`src/hdl/seq_pkg.sv`:
```
// Shared types and constants for the sorted event queue.
package seq_pkg;

    localparam int SEQ_DEPTH    = 16;
    localparam int HANDLE_SLOTS = 16;
    localparam int HANDLE_W     = 4;
    localparam int TAG_W        = 32;
    localparam int TIME_W       = 64;
    localparam int COUNT_W      = 5;

    typedef enum logic [1:0] {
        REQ_INSERT = 2'd0,
        REQ_POP    = 2'd1,
        REQ_REMOVE = 2'd2,
        REQ_CLEAR  = 2'd3
    } t_req;

    typedef enum logic [1:0] {
        ST_OK       = 2'd0,
        ST_FULL     = 2'd1,
        ST_EMPTY    = 2'd2,
        ST_NOHANDLE = 2'd3
    } t_status;

    typedef enum logic [1:0] {
        OP_HOLD,
        OP_INSERT,
        OP_REMOVE,
        OP_CLEAR
    } t_op;

    typedef enum logic {
        FSM_IDLE,
        FSM_EXEC
    } t_fsm;

    typedef struct packed {
        logic                valid;
        logic [TIME_W-1:0]   ev_time;
        logic [TAG_W-1:0]    tag;
        logic [HANDLE_W-1:0] handle;
    } t_slot;

    typedef struct packed {
        t_op                 op;
        logic [TIME_W-1:0]   ev_time;
        logic [TAG_W-1:0]    tag;
        logic [HANDLE_W-1:0] handle;
        logic [HANDLE_W-1:0] target;
    } t_cell_cmd;

endpackage

```
`src/hdl/seq_cell.sv`:
```
// One storage cell of the sorted chain: holds a single entry and shifts with its neighbors.
module seq_cell import seq_pkg::*; (
    input  logic      i_clk,
    input  logic      i_rst_n,
    input  t_cell_cmd i_cmd,
    input  t_slot     i_left,
    input  logic      i_left_m,
    input  logic      i_left_d,
    input  t_slot     i_right,
    output t_slot     o_slot,
    output t_slot     o_next,
    output logic      o_m,
    output logic      o_d,
    output logic      o_hit
);

    logic                r_valid;
    logic [TIME_W-1:0]   r_time;
    logic [TAG_W-1:0]    r_tag;
    logic [HANDLE_W-1:0] r_handle;
    t_slot               n_slot;

    assign o_slot = '{valid: r_valid, ev_time: r_time, tag: r_tag, handle: r_handle};

    // An empty cell or one with a later time marks where an insert lands.
    assign o_m   = !r_valid || (r_time > i_cmd.ev_time);
    assign o_hit = r_valid && (r_handle == i_cmd.target);
    assign o_d   = o_hit || i_left_d;

    always_comb begin
        n_slot = o_slot;
        unique case (i_cmd.op)
            OP_HOLD: begin
            end
            OP_INSERT: begin
                if (i_left_m) begin
                    n_slot = i_left;
                end else if (o_m) begin
                    n_slot = '{valid: 1'b1, ev_time: i_cmd.ev_time, tag: i_cmd.tag,
                               handle: i_cmd.handle};
                end
            end
            OP_REMOVE: begin
                if (o_d) begin
                    n_slot = i_right;
                end
            end
            OP_CLEAR: begin
                n_slot.valid = 1'b0;
            end
            default: begin
            end
        endcase
    end

    assign o_next = n_slot;

    always_ff @(posedge i_clk) begin
        if (!i_rst_n) begin
            r_valid <= 1'b0;
        end else begin
            r_valid <= n_slot.valid;
        end
    end

    always_ff @(posedge i_clk) begin
        r_time   <= n_slot.ev_time;
        r_tag    <= n_slot.tag;
        r_handle <= n_slot.handle;
    end

endmodule

```
`config.mk`:
```
export PLATFORM = sky130hd
export DESIGN_NAME = seq_cell
export DESIGN_NICKNAME = d
export VERILOG_FILES = /design/src/hdl/seq_pkg.sv /design/src/hdl/seq_cell.sv
export SDC_FILE = /design/constraint.sdc
export NUM_CORES = 1
export LEC_CHECK = 0
export BUFFER_PORTS_ARGS = -buffer_cell sky130_fd_sc_hd__buf_2
export CORE_AREA = 2 2 203 205
export CTS_CLUSTER_SIZE = 8
export DETAILED_ROUTE_END_ITERATION = 6
export DIE_AREA = 0 0 205 207
export SYNTH_ARGS = -nofsm -noshare
export SYNTH_HDL_FRONTEND = slang
export SYNTH_SLANG_ARGS = --single-unit
```
`constraint.sdc`:
```
create_clock -name i_clk -period 4.9 [get_ports i_clk]
set_clock_uncertainty 0.05 [all_clocks]
set_input_delay 0.49 -clock i_clk [delete_from_list [all_inputs] [get_ports i_clk]]
set_output_delay 0.49 -clock i_clk [all_outputs]
set_load 0.005 [all_outputs]
```
==> key figures <==
Clocking
  – # hold bufs at CTS: 0
  – Clock Pin Slew Worst Setup and Hold Paths: 70 ps
  – # H-tree levels: 3
  – Clk_lat worst skew: a little under 400 ps
  – Clock root buffer: clkbuf_16
  – Setup bufs post-CTS: 0
  – Post-CTS sizing: 0
  – Clock Tree Buf Depth: 2
  – CTS tree: yes
  – Clock tree sinks: 101
  – TritonCTS Buffers: 9

Floorplanning
  – Die Height: 207 um
  – Die Wd: 205 um
  – Starting Density: 0.2451
  – Rows: 74
  – Total die area: 42440 um^2
  – Core Region: 40370 um^2
  – # IOs: 517

Global route
  – Grt ovf: 0
  – Initial antenna violation count: 4
  – Vias in the first global route: 11810
  – Global-route wire length before repair: 64950 um
  – Largest net degree at the start of global routing: 135
  – Total global-route track usage: 0.1935

Worst setup path
  – CP max FO: 111
  – Largest stage delay, worst path: ~770 ps
  – Slowest-stage cell, CP: a2111oi_1
  – Critical path type: flop to primary output
  – CP Capture Type: primary output
  – Cell chain of the critical path: ha_1 > nor2b_1 > o211ai_1 > a21oi_1 > a2111oi_1 > o21ai_1 > o21ai_4 > buf_12 > nor4_1 > nor3b_1 > buf_2
  – Startpoint Class: flop
  – Arrival @ worst endpoint: 3890 ps
  – CP required: about 4400 ps

STA
  – Final Hold Vio Count: 0
  – F_max: 225.5 MHz
  – Slew headroom: 0.2411
  – Setup TNS: 0 ps
  – Final setup viols: 0
  – Minimum clock period: 4434 ps
  – RSZ-0062 raised after global routing: no
  – Period utilisation layout: 0.9048
  – Worst-margin pin slew: 1124 ps
  – Worst hold margin: 268.9 ps
  – Pins Over Slew Limit: 0

Final layout
  – Total Nets Final: 2187
  – Final instance area: 13190 um^2
  – Fillcell total: 4427
  – Share of cells above drive strength 1: 0.3219
  – Util after Layout: 0.3268
  – Synthesis-to-layout area growth: 33.33%

Yosys
  – Synth area leader: dfxtp_1
  – Xor/xnor cell area share of the yosys netlist: 0.003540
  – Top FF cell, synth: dfxtp_1
  – Post-synthesis cell area: approximately 10000 um^2
  – Synth top area share: 0.2043
  – Synth Area in Simple Gates: 0.3611
  – Ys Warns: 0
  – Asr flop ratio synth: 0
  – Synth Area in Adders: 0.08471
  – Mapped Cells: 1373
  – Yosys cell types: 46
  – Synth Area in Compound Gates: 0.2191
  – Seq/Total Area, Yosys: 0.2043
  – Combinational family with the most area after synthesis: simple AND/OR/NAND/NOR gates
  – Post-synth EDFFs: 0
  – Syn_area_per_cell: 7.207 um^2
  – Ranking of synthesized cells by area: dfxtp_1 20%, ha_1 8.5%, o2bb2ai_1 8.4%
  – FF+latch count, synth: 101
  – Syn Nets: 1752
  – Multiplexer share of the synthesized area: 0.001012

Detailed routing
  – Routed Antenna Nets: 0
  – DR vias/cell: 5.249
  – Drt drc: 0
  – Initial DRC count: about 1000
  – Routed WL: 42780 um
  – Drt wl/cell: 18.23 um
  – 1st-pass router iterations: 5
  – Vias post-DR: approximately 12000

Placement
  – Detail Placement HPWL: 32120 um
  – DP Area: ~13000 um^2
  – Routability Congestion: 0.8963
  – # port buffers: 516

Outcome
  – Status: finished, final reports clean

Power and ir drop
  – Cell Pwr Density: 244.6 nW/um^2
  – Worst VDD drop: 0.0001657 V
  – Lkg Pwr: 5.852 nW
  – Tot Pwr: 3.227 mW

Run
  – Max cap viols: 0

Hold path
  – Worst hold path type: input pin to flop
-- worst paths after layout --
check | from | endpoint | slack, ps | depth (start not counted)
max | r_time[1] | o_next[3] | 470 | 11
min | i_rst_n | r_valid | 270 | 2
max reg2reg | r_time[1] | r_tag[0] | 1400 | 10
min reg2reg | r_tag[15] | r_tag[15] | 570 | 2
-- critical path, delay by kind of cell (launching register included) --
family / cells / cell delay [ps]
AO/OA/AOI/OAI: 5 / 1540
AND/OR/NAND/NOR: 3 / 550
buffers and inverters: 2 / 530
flip-flops: 1 / 450
adder cells (fa/ha/maj): 1 / 290
-- cells in the mapped netlist, drive strengths merged (2+ instances only) --
library cell,n
nor4,101
inv,166
nor3,107
or4,2
and2,2
nor2,6
a211oi,2
a221oi,2
o31ai,2
a21oi,126
a221o,2
clkbuf,71
xnor2,3
o21a,2
o2bb2ai,95
and4,2
nor3b,4
a22o,5
ha,67
dfxtp,101
buf,49
nand2,25
nand2b,100
a21o,3
nor4b,95
o21ai,104
nand4,15
nand3,104
-- layout by cell type, fill, tap and decap left out, drive strengths merged, types with 2 or more instances in the layout --
master and count:
buf 544, inv 166, a21oi 126, nor3 107, nand3 104, o21ai 104
nor4 101, dfxtp 101, nand2b 100, o2bb2ai 95, nor4b 95, ha 67
nand2 25, nand4 15, clkbuf 13, nor2 6, a22o 5, nor3b 4
diode 3, xnor2 3, a21o 3, and4 2, a221oi 2, a211oi 2
a221o 2, o21a 2, or4 2, o31ai 2, and2 2
-- where the power goes --
group	leakage [nW]	switching (mW)	internal [mW]
combinational	4.88	0.785	0.597
sequential	0.834	0.133	0.940
clock	0.144	0.376	0.395
total	5.85	1.29	1.93
-- metrics by stage --
stage | setup WS (ps) | instances
5_1_grt | 100.5 | 2344
2_1_floorplan | 1643 | 1373
4_1_cts | 130.2 | 2343
6_report | 466.3 | 2346
3_5_place_dp | 359.5 | 2329
3_3_place_gp | 365.4 | 2329
-- flip-flops by register name, summed over array words and instances (netlist names) --
register	count
r_handle	4
r_tag	32
r_time	64
r_valid	1
-- final cells by class --
class / instances / area (um^2) / share of cell area
antenna: 3 / 7.507 / 0.0005690
clock buffer: 13 / 280.3 / 0.02124
clock inverter: 1 / 5.005 / 0.0003793
inverter: 166 / 623.1 / 0.04723
multi-input combinational: 986 / 6675 / 0.5059
sequential: 101 / 2022 / 0.1532
tap: 532 / 665.6 / 0.05045
timing repair buffer: 544 / 2915 / 0.2210
-- per-layer routing --
metal / vias up / global-route usage / share of wire
li1: 5949 / - / -
met1: 5749 / 0.2343 / 0.41
met2: 541 / 0.3328 / 0.48
met3: 72 / 0.04295 / 0.074
met4: 4 / 0.07095 / 0.029
met5: - / 0 / 0.00063
-- cells by family after synthesis --
logic type	Yosys count
xor+xnor	4
compound gates	347
flops	101
fa+ha+maj	67
simple gates	567
buf+inv	286
mux	1
Power figures use the tool's default switching activity.
